--- src/jst_pkg.sv ---
// ----------------------------------------------------------------------------
// jst_pkg
// Shared types and constants of the journal stream tracker: event codes,
// result beat layout, slot update command and the cell chain link.
// ----------------------------------------------------------------------------
package jst_pkg;

    localparam int WORD_W = 32;
    localparam int SLOT_FIELD_W = 4;

    typedef enum logic [3:0] {
        EV_NONE        = 4'd0,
        EV_START       = 4'd1,
        EV_APPEND      = 4'd2,
        EV_END         = 4'd3,
        EV_ABORT       = 4'd4,
        EV_BADSEQ      = 4'd5,
        EV_INFO_IGN    = 4'd6,
        EV_DATA_ORPHAN = 4'd7,
        EV_END_ORPHAN  = 4'd8,
        EV_HALT        = 4'd9,
        EV_FULL        = 4'd10
    } event_t;

    typedef enum logic [1:0] {
        UPD_NONE  = 2'd0,
        UPD_CLEAR = 2'd1,
        UPD_LOAD  = 2'd2,
        UPD_WRITE = 2'd3
    } upd_op_t;

    typedef enum logic {
        ST_IDLE   = 1'b0,
        ST_DECIDE = 1'b1
    } state_t;

    typedef struct packed {
        event_t                  event_res;
        logic [SLOT_FIELD_W-1:0] slot;
        logic [WORD_W-1:0]       stream_offset;
        logic [WORD_W-1:0]       event_stream;
        logic                    last;
    } res_t;

    typedef struct packed {
        upd_op_t           op;
        logic [WORD_W-1:0] stream;
        logic [WORD_W-1:0] next_record;
        logic [WORD_W-1:0] offset;
    } upd_t;

    typedef struct packed {
        logic hit_seen;
        logic free_seen;
    } chain_t;

endpackage

--- src/journal_stream_tracker.sv ---
// ----------------------------------------------------------------------------
// journal_stream_tracker
// Tracks open journal streams from a sequence of record headers.
//
// s_ channel: one record header per beat; tuser carries the type flags,
// tdata the numbers. m_ channel: one or two event beats per record, tlast
// on the final one. cfg_we/cfg_wdata load the expected global number of
// the first record and may only be used while no record is in flight.
// A record is taken in the idle state and resolved in the decide state once
// the result queue has room, so the block takes no new record until the last
// one is resolved; the first event beat is registered in the result queue
// before it is valid on m_. The lookup across the row of slot cells is
// registered on acceptance and resolved by the priority chain and the update
// in the decide state.
// A two-beat queue holds finished events; while m_tready is low the block
// still takes the next record and resolves it once the queue has room.
// Reset empties the table, clears the halt flag and sets the expected
// global number to zero; the table itself needs no clearing pass.
// ----------------------------------------------------------------------------
module journal_stream_tracker #(
    parameter int STREAM_SLOTS = 16
) (
    input  logic         aclk,
    input  logic         aresetn,
    input  logic         cfg_we,
    input  logic [31:0]  cfg_wdata,    // first_global_number
    input  logic         s_tvalid,
    output logic         s_tready,
    input  logic [159:0] s_tdata,      // global_number, stream_id, record_number,
                                       // record_length, open_offset
    input  logic [3:0]   s_tuser,      // is_abort, is_info, is_data, is_end
    output logic         m_tvalid,
    input  logic         m_tready,
    output logic [71:0]  m_tdata,      // event_res, slot, stream_offset, event_stream
    output logic         m_tlast
);
    import jst_pkg::*;

    localparam int SLOT_W = (STREAM_SLOTS > 1) ? $clog2(STREAM_SLOTS) : 1;

    state_t            state_reg, state_next;
    logic [WORD_W-1:0] counter_reg;
    logic              halted_reg;

    logic              abort_reg, info_reg, data_reg, end_reg;
    logic [WORD_W-1:0] gnum_reg, sid_reg, rnum_reg, rlen_reg, soff_reg;

    logic              accept;
    logic              advance;
    logic              room;
    logic              gl_bad;

    chain_t            chain [STREAM_SLOTS+1];
    logic [STREAM_SLOTS-1:0] sel_hit, sel_free;
    logic [WORD_W-1:0] cell_offset [STREAM_SLOTS];
    logic [WORD_W-1:0] cell_next   [STREAM_SLOTS];

    logic              hit, has_free;
    logic [SLOT_W-1:0] hidx, fidx;
    logic [SLOT_W+3:0] hidx_ext, fidx_ext;
    logic [WORD_W-1:0] hoff, hnext, sum_off;

    res_t              res0, res1, head;
    logic              two;
    upd_t              upd, upd_dec;
    logic [1:0]        q_count;
    logic              pop;

    // input register
    assign accept = s_tvalid && s_tready;

    always_ff @(posedge aclk) begin
        if (accept) begin
            abort_reg <= s_tuser[0];
            info_reg  <= s_tuser[1];
            data_reg  <= s_tuser[2];
            end_reg   <= s_tuser[3];
            gnum_reg  <= s_tdata[31:0];
            sid_reg   <= s_tdata[63:32];
            rnum_reg  <= s_tdata[95:64];
            rlen_reg  <= s_tdata[127:96];
            soff_reg  <= s_tdata[159:128];
        end
    end

    // slot cells
    assign chain[0] = '0;

    for (genvar i = 0; i < STREAM_SLOTS; i++) begin : g_cell
        jst_cell u_cell (
            .aclk         (aclk),
            .aresetn      (aresetn),
            .lookup_en    (accept),
            .query_stream (s_tdata[63:32]),
            .upd          (upd),
            .chain_in     (chain[i]),
            .chain_out    (chain[i+1]),
            .sel_hit      (sel_hit[i]),
            .sel_free     (sel_free[i]),
            .offset       (cell_offset[i]),
            .next_record  (cell_next[i])
        );
    end

    always_comb begin
        hidx  = '0;
        fidx  = '0;
        hoff  = '0;
        hnext = '0;
        for (int i = 0; i < STREAM_SLOTS; i++) begin
            if (sel_hit[i]) begin
                hidx  = hidx | SLOT_W'(i);
                hoff  = hoff | cell_offset[i];
                hnext = hnext | cell_next[i];
            end
            if (sel_free[i]) fidx = fidx | SLOT_W'(i);
        end
    end

    assign hit      = chain[STREAM_SLOTS].hit_seen;
    assign has_free = chain[STREAM_SLOTS].free_seen;
    assign hidx_ext = {4'b0, hidx};
    assign fidx_ext = {4'b0, fidx};
    assign sum_off  = hoff + rlen_reg;
    assign gl_bad   = halted_reg || (gnum_reg != counter_reg);

    // decision
    always_comb begin
        res0 = '{event_res: EV_NONE, slot: '0, stream_offset: '0,
                 event_stream: sid_reg, last: 1'b1};
        res1 = res0;
        two  = 1'b0;
        upd_dec = '{op: UPD_NONE, stream: sid_reg, next_record: rnum_reg,
                    offset: soff_reg};
        priority if (gl_bad) begin
            res0.event_res = EV_HALT;
        end else if (hit && hnext != rnum_reg) begin
            res0.event_res     = EV_BADSEQ;
            res0.slot          = hidx_ext[3:0];
            res0.stream_offset = hoff;
            upd_dec.op         = UPD_CLEAR;
        end else if (abort_reg) begin
            if (hit) begin
                res0.event_res     = EV_ABORT;
                res0.slot          = hidx_ext[3:0];
                res0.stream_offset = hoff;
                upd_dec.op         = UPD_CLEAR;
            end
        end else if (info_reg) begin
            priority if (hit) begin
                res0.event_res     = EV_INFO_IGN;
                res0.slot          = hidx_ext[3:0];
                res0.stream_offset = hoff;
            end else if (has_free) begin
                res0.event_res     = EV_START;
                res0.slot          = fidx_ext[3:0];
                res0.stream_offset = soff_reg;
                upd_dec.op         = UPD_LOAD;
            end else begin
                res0.event_res = EV_FULL;
            end
        end else begin
            if (hit) begin
                res0.slot          = hidx_ext[3:0];
                res0.stream_offset = hoff;
            end
            priority if (data_reg && end_reg) begin
                two       = 1'b1;
                res0.last = 1'b0;
                if (hit) begin
                    res0.event_res     = EV_APPEND;
                    res1.event_res     = EV_END;
                    res1.slot          = hidx_ext[3:0];
                    res1.stream_offset = sum_off;
                    upd_dec.op         = UPD_CLEAR;
                end else begin
                    res0.event_res = EV_DATA_ORPHAN;
                    res1.event_res = EV_END_ORPHAN;
                end
            end else if (data_reg) begin
                if (hit) begin
                    res0.event_res      = EV_APPEND;
                    upd_dec.op          = UPD_WRITE;
                    upd_dec.offset      = sum_off;
                    upd_dec.next_record = hnext + 32'd1;
                end else begin
                    res0.event_res = EV_DATA_ORPHAN;
                end
            end else if (end_reg) begin
                if (hit) begin
                    res0.event_res = EV_END;
                    upd_dec.op     = UPD_CLEAR;
                end else begin
                    res0.event_res = EV_END_ORPHAN;
                end
            end else begin
                res0.event_res = EV_NONE;
            end
        end
    end

    assign room = two ? (q_count == 2'd0) : (q_count != 2'd2);

    // control
    always_comb begin
        state_next = state_reg;
        unique case (state_reg)
            ST_IDLE:   if (accept) state_next = ST_DECIDE;
            ST_DECIDE: if (room) state_next = ST_IDLE;
            default:   state_next = ST_IDLE;
        endcase
    end

    always_comb begin
        s_tready = 1'b0;
        advance  = 1'b0;
        unique case (state_reg)
            ST_IDLE:   s_tready = 1'b1;
            ST_DECIDE: advance  = room;
            default: ;
        endcase
    end

    always_comb begin
        upd = upd_dec;
        if (!advance) upd.op = UPD_NONE;
    end

    always_ff @(posedge aclk) begin
        if (!aresetn) begin
            state_reg   <= ST_IDLE;
            counter_reg <= '0;
            halted_reg  <= 1'b0;
        end else begin
            state_reg <= state_next;
            if (cfg_we) begin
                counter_reg <= cfg_wdata;
            end else if (advance) begin
                if (gl_bad) halted_reg <= 1'b1;
                else counter_reg <= counter_reg + 32'd1;
            end
        end
    end

    // result queue
    assign pop = m_tvalid && m_tready;

    jst_outq u_outq (
        .aclk     (aclk),
        .aresetn  (aresetn),
        .push     (advance),
        .push_two (two),
        .res0     (res0),
        .res1     (res1),
        .pop      (pop),
        .head     (head),
        .count    (q_count)
    );

    assign m_tvalid = (q_count != 2'd0);
    assign m_tdata  = {head.event_stream, head.stream_offset, head.slot, head.event_res};
    assign m_tlast  = head.last;

    a_halt_sticky: assert property (@(posedge aclk) disable iff (!aresetn)
        halted_reg |=> halted_reg)
        else $error("halt flag cleared without reset");

    a_halt_no_update: assert property (@(posedge aclk) disable iff (!aresetn)
        halted_reg |-> upd.op == UPD_NONE)
        else $error("table updated while halted");

    a_one_hit: assert property (@(posedge aclk) disable iff (!aresetn)
        $onehot0(sel_hit) && $onehot0(sel_free))
        else $error("more than one slot selected");

    a_accept_then_decide: assert property (@(posedge aclk) disable iff (!aresetn)
        accept |=> state_reg == ST_DECIDE && !s_tready)
        else $error("record not resolved after acceptance");

endmodule

--- src/jst_cell.sv ---
// ----------------------------------------------------------------------------
// jst_cell
// One stream table entry. Compares its stream number on each accepted beat,
// claims the lowest hit or free position along the chain, and applies the
// update command when it is the selected entry.
// ----------------------------------------------------------------------------
module jst_cell (
    input  logic                       aclk,
    input  logic                       aresetn,
    input  logic                       lookup_en,
    input  logic [jst_pkg::WORD_W-1:0] query_stream,
    input  jst_pkg::upd_t              upd,
    input  jst_pkg::chain_t            chain_in,
    output jst_pkg::chain_t            chain_out,
    output logic                       sel_hit,
    output logic                       sel_free,
    output logic [jst_pkg::WORD_W-1:0] offset,
    output logic [jst_pkg::WORD_W-1:0] next_record
);
    import jst_pkg::*;

    logic              valid_reg;
    logic [WORD_W-1:0] stream_reg;
    logic [WORD_W-1:0] next_record_reg;
    logic [WORD_W-1:0] offset_reg;
    logic              match_reg;
    logic              free_reg;

    always_ff @(posedge aclk) begin
        if (!aresetn) begin
            match_reg <= 1'b0;
            free_reg  <= 1'b0;
        end else if (lookup_en) begin
            match_reg <= valid_reg && (stream_reg == query_stream);
            free_reg  <= !valid_reg;
        end
    end

    always_ff @(posedge aclk) begin
        if (!aresetn) begin
            valid_reg <= 1'b0;
        end else begin
            unique case (upd.op)
                UPD_CLEAR: if (sel_hit) valid_reg <= 1'b0;
                UPD_LOAD:  if (sel_free) valid_reg <= 1'b1;
                default: ;
            endcase
        end
    end

    always_ff @(posedge aclk) begin
        if (upd.op == UPD_LOAD && sel_free) begin
            stream_reg      <= upd.stream;
            next_record_reg <= upd.next_record;
            offset_reg      <= upd.offset;
        end else if (upd.op == UPD_WRITE && sel_hit) begin
            next_record_reg <= upd.next_record;
            offset_reg      <= upd.offset;
        end
    end

    assign sel_hit             = match_reg && !chain_in.hit_seen;
    assign sel_free            = free_reg && !chain_in.free_seen;
    assign chain_out.hit_seen  = chain_in.hit_seen || match_reg;
    assign chain_out.free_seen = chain_in.free_seen || free_reg;
    assign offset              = offset_reg;
    assign next_record         = next_record_reg;

endmodule

--- src/jst_outq.sv ---
// ----------------------------------------------------------------------------
// jst_outq
// Two-entry result queue between the decision stage and the master side.
// Takes one or two results at a time and hands out one beat per handshake.
// ----------------------------------------------------------------------------
module jst_outq (
    input  logic          aclk,
    input  logic          aresetn,
    input  logic          push,
    input  logic          push_two,
    input  jst_pkg::res_t res0,
    input  jst_pkg::res_t res1,
    input  logic          pop,
    output jst_pkg::res_t head,
    output logic [1:0]    count
);
    import jst_pkg::*;

    res_t       q0_reg, q0_next;
    res_t       q1_reg, q1_next;
    logic [1:0] count_reg, count_next;
    logic [1:0] count_mid;

    always_comb begin
        q0_next   = q0_reg;
        q1_next   = q1_reg;
        count_mid = count_reg;
        if (pop) begin
            q0_next   = q1_reg;
            count_mid = count_reg - 2'd1;
        end
        count_next = count_mid;
        if (push) begin
            unique case (count_mid)
                2'd0: begin
                    q0_next = res0;
                    if (push_two) q1_next = res1;
                end
                2'd1: q1_next = res0;
                default: ;
            endcase
            count_next = count_mid + (push_two ? 2'd2 : 2'd1);
        end
    end

    always_ff @(posedge aclk) begin
        if (!aresetn) begin
            count_reg <= 2'd0;
        end else begin
            count_reg <= count_next;
        end
    end

    always_ff @(posedge aclk) begin
        q0_reg <= q0_next;
        q1_reg <= q1_next;
    end

    assign head  = q0_reg;
    assign count = count_reg;

    a_count_bound: assert property (@(posedge aclk) disable iff (!aresetn)
        count_reg != 2'd3)
        else $error("result queue over capacity");

    a_pop_needs_data: assert property (@(posedge aclk) disable iff (!aresetn)
        pop |-> count_reg != 2'd0)
        else $error("pop from empty result queue");

    a_push_room: assert property (@(posedge aclk) disable iff (!aresetn)
        (push && push_two) |-> count_reg == 2'd0)
        else $error("double push without room");

endmodule
--- config.mk ---
export PLATFORM = sky130hd
export DESIGN_NAME = journal_stream_tracker
export DESIGN_NICKNAME = d
export VERILOG_FILES = /design/src/jst_pkg.sv /design/src/journal_stream_tracker.sv /design/src/jst_cell.sv /design/src/jst_outq.sv
export SDC_FILE = /design/constraint.sdc
export NUM_CORES = 2
export LEC_CHECK = 0
export ABC_AREA = 1
export BUFFER_PORTS_ARGS = -buffer_cell sky130_fd_sc_hd__buf_2
export CAP_MARGIN = 30
export CELL_PAD_IN_SITES_DETAIL_PLACEMENT = 0
export CELL_PAD_IN_SITES_GLOBAL_PLACEMENT = 1
export CORE_MARGIN = 2
export CORE_UTILIZATION = 51
export CTS_CLUSTER_DIAMETER = 200
export CTS_CLUSTER_SIZE = 14
export DETAILED_ROUTE_END_ITERATION = 16
export PLACE_DENSITY_LB_ADDON = 0.1
export SYNTH_ARGS = -nofsm -noshare
export SYNTH_HDL_FRONTEND = slang
export SYNTH_SLANG_ARGS = --single-unit
--- constraint.sdc ---
create_clock -name aclk -period 9.9 [get_ports aclk]
set_clock_uncertainty 0.2 [all_clocks]
set_input_delay 0.495 -clock aclk [delete_from_list [all_inputs] [get_ports aclk]]
set_output_delay 0.495 -clock aclk [all_outputs]
set_load 0.05 [all_outputs]
==> impl_metrics.csv <==
group,metric,value,unit
power,pwr-share-comb,12.1,%
worst_setup_path,rr_worst_depth,29,
logic_synthesis,syn_inst,6557,
timing,tightest_slew,1.14,ns
global_route,overflow,0,
die,die_y,401,um
logic_synthesis,ys_seq_area_share,70.2,%
worst_setup_path,timing.rr.start,"g_cell[2].u_cell.match_reg",
logic_synthesis,yosysTopAreaCellShare,66.3,%
placed_design,dp.final_hpwl,149000,um
route,initialDrtViolationCount,5743,
global_route,busiest_layer,"met2",
power,switchingPower,4.64,mW
global_route,grt_max_degree,79,
die,ioPinCount,276,
finish,fillers,12500,
route,num_vias,53200,
finish,fin_nets,7312,
power,p_clk_share,33.4,%
timing,min_period_over_period,85.3,%
worst_setup_path,critPathSlowestCell,"nor2_8",
power,power_density,190,mW/mm2
logic_synthesis,avgSynthCellArea,12.2,um2
worst_setup_path,crit_end,"g_cell[5].u_cell.next_record[23]",
global_route,grt_util_met1,43.0,%
route,routedWlPerCell,26.2,um
logic_synthesis,synthArstFlopShare,0,%
clocking,clock_sinks,1930,
worst_setup_path,reg2reg_slack,1.45,ns
worst_setup_path,crit_cells,29,
worst_setup_path,critPathArrivalTime,8.65,ns
worst_setup_path,cp-end-kind,"register",
worst_setup_path,startpoint,"g_cell[2].u_cell.match_reg",
clocking,clk_pin_slew,0.08,ns
die,die_area,0.161,mm2
worst_setup_path,crit_type,"reg -> reg",
power,seq_power_share,54.4,%
power,swShare,26.6,%
run_status,run_status,"complete, no violations",
power,finalPower,17.4,mW
placed_design,place.gp.congestion,0.885,
min_path,hold_class,"in -> reg",
timing,setup_ws,1.45,ns
clocking,cts_setup_buffers,0,
global_route,grtUsageMet2,47.5,%
worst_setup_path,worstPathMaxFanout,41,
worst_setup_path,crit_required,10.10,ns
logic_synthesis,synth-seq-cells,1930,
timing,max_freq,118,MHz
global_route,antenna_found_initial,7,
timing,setup_viol,0,
die,rows,145,
timing,fin_crit,8.45,ns
logic_synthesis,yosysUniqueCellTypes,59,
logic_synthesis,synthTopCellsByArea,"edfxtp_1 (66%), nand2_1 (6.6%), dfxtp_1 (3.9%)",
finish,final_cell_mix,"edfxtp_1 (1773), nand2_1 (1402), nor2_1 (477)",
logic_synthesis,synth-edff-count,1773,
finish,area_growth,14.5,%
worst_setup_path,path_buf_inv,6,
clocking,htreeDepth,4,
logic_synthesis,synth_ff_type,"edfxtp_1",
global_route,met3_usage,4.04,%
clocking,cts_buffers,155,
die,fp.dieW,401,um
timing,rsz0062_at_grt,"false",
finish,final_common_cell,"edfxtp_1",
route,drc_errors,0,
worst_setup_path,start_kind,"register",
clocking,clkLatencyLatePin,0.81,ns
die,start_util,51.4,%
global_route,grt_pass1_wl,348000,um
placed_design,port_buffers,275,
clocking,cts_tree,"yes",
worst_setup_path,cp_common_cell,"nand2_1",
timing,hold_viol,0,
route,via_per_inst,5.77,
finish,drive_above_1_share,12.5,%
logic_synthesis,syn_area,0.0803,mm2
die,coreArea,0.156,mm2
route,drt_pass1_iterations,6,
timing,setup_tns,0,ns
clocking,cts-root-buf,"clkbuf_16",
power,ir_worst_vdd,0.231,mV
logic_synthesis,synth_nets,6796,
run,drv_cap,0,
finish,multi_input_area,0.0217,mm2
global_route,grt_usage,29.7,%
logic_synthesis,synth_area_leader_cell,"edfxtp_1",
clocking,cts_max_path_buffers,3,
worst_setup_path,max_stage_delay,0.67,ns
placed_design,pre_cts_ws,1.54,ns
worst_setup_path,cp_top_family,"simple AND/OR/NAND/NOR gates",
power,leakage,32.8,nW
timing,drv_slew,0,
route,route.final.wire_length,242000,um
power,p_int,12.8,mW
worst_setup_path,r2r_end,"g_cell[5].u_cell.next_record[23]",
timing,maxSlewHeadroom,23.4,%
logic_synthesis,yosysWarnings,0,
global_route,grt_pass1_vias,50800,
route,ant_nets,0,
finish,seqCellArea,0.0564,mm2
worst min path at each step:
stage,start,endpoint,depth (start not counted)
5_1_grt,s_tdata[57],sid_reg[25],1
2_1_floorplan,g_cell[15].u_cell.valid_reg,g_cell[15].u_cell.free_reg,1
3_3_place_gp,g_cell[15].u_cell.valid_reg,g_cell[15].u_cell.free_reg,1
4_1_cts,s_tdata[51],sid_reg[19],1
6_report,s_tdata[57],sid_reg[25],1
3_5_place_dp,g_cell[15].u_cell.valid_reg,g_cell[15].u_cell.free_reg,1
through the flow:
step | std cells | hold slack [ns] | cell area, um2 | util (%)
finish | 9231 | 0.0512 | 91900 | 58.8
global placement | 8751 | 0.225 | 84800 | 54.3
global route | 9229 | 0.0149 | 91900 | 58.8
CTS | 9213 | 0.00487 | 91600 | 58.6
detailed placement | 8784 | 0.231 | 85400 | 54.6
floorplan | 6557 | 0.206 | 80300 | -
logic make-up after synthesis:
kind of cell	after synthesis	share of synthesized area, %
multiplexers	74	1.03
buffers and inverters	677	3.26
adder cells (fa/ha/maj)	38	0.602
AO/OA/AOI/OAI	526	3.90
flip-flops	1930	70.2
AND/OR/NAND/NOR	2813	15.5
XOR/XNOR	499	5.44
area by class of cell:
class / count / area share [%]
sequential: 1930 / 61.4
multi-input combinational: 3950 / 23.6
timing repair buffer: 642 / 5.66
clock buffer: 239 / 4.59
tap: 2058 / 2.80
inverter: 394 / 1.61
clock inverter: 15 / 0.317
antenna: 3 / 0.00817
what timing repair did:
action | in CTS | in global routing
hold endpoints to repair | 175 | 0
gates resized for setup | 0 | 0
hold buffers | 175 | 0
per-layer routing:
layer  vias to the layer above  wire (um)
met1                     26500     105000
met2                      2325     113000
met5                         -          0
li1                      24100          -
met4                         0       6130
met3                       354      18200
power groups by stage:
stage | registers, mW | logic, mW | clock network (mW)
4_1_cts | 9.50 | 2.10 | 5.93
3_3_place_gp | 9.69 | 1.95 | 0
6_report | 9.49 | 2.12 | 5.83
2_1_floorplan | 10.0 | 0.897 | 0
3_5_place_dp | 9.68 | 2.04 | 0
5_1_grt | 9.51 | 2.26 | 6.22
synth_stat cells (all sizes together), types with 2 or more instances:
| master | number |
|---|---|
| o22ai | 2 |
| nand2 | 1408 |
| o221ai | 2 |
| nor2 | 509 |
| clkinv | 6 |
| mux2 | 72 |
| o2111ai | 11 |
| or4 | 2 |
| inv | 388 |
| ha | 37 |
| a31oi | 7 |
| a221oi | 92 |
| a2111oi | 6 |
| o31ai | 7 |
| nor4 | 60 |
| edfxtp | 1773 |
| o21ai | 196 |
| nand3b | 23 |
| mux2i | 2 |
| nand4 | 251 |
| o21a | 3 |
| or2 | 97 |
| o211ai | 3 |
| nor3b | 4 |
| nor3 | 53 |
| buf | 103 |
| dfxtp | 157 |
| xor2 | 203 |
| a211oi | 7 |
| clkbuf | 180 |
| nand3 | 405 |
| a21oi | 183 |
| xnor2 | 296 |
No activity file was read; power rests on OpenSTA's default activity.
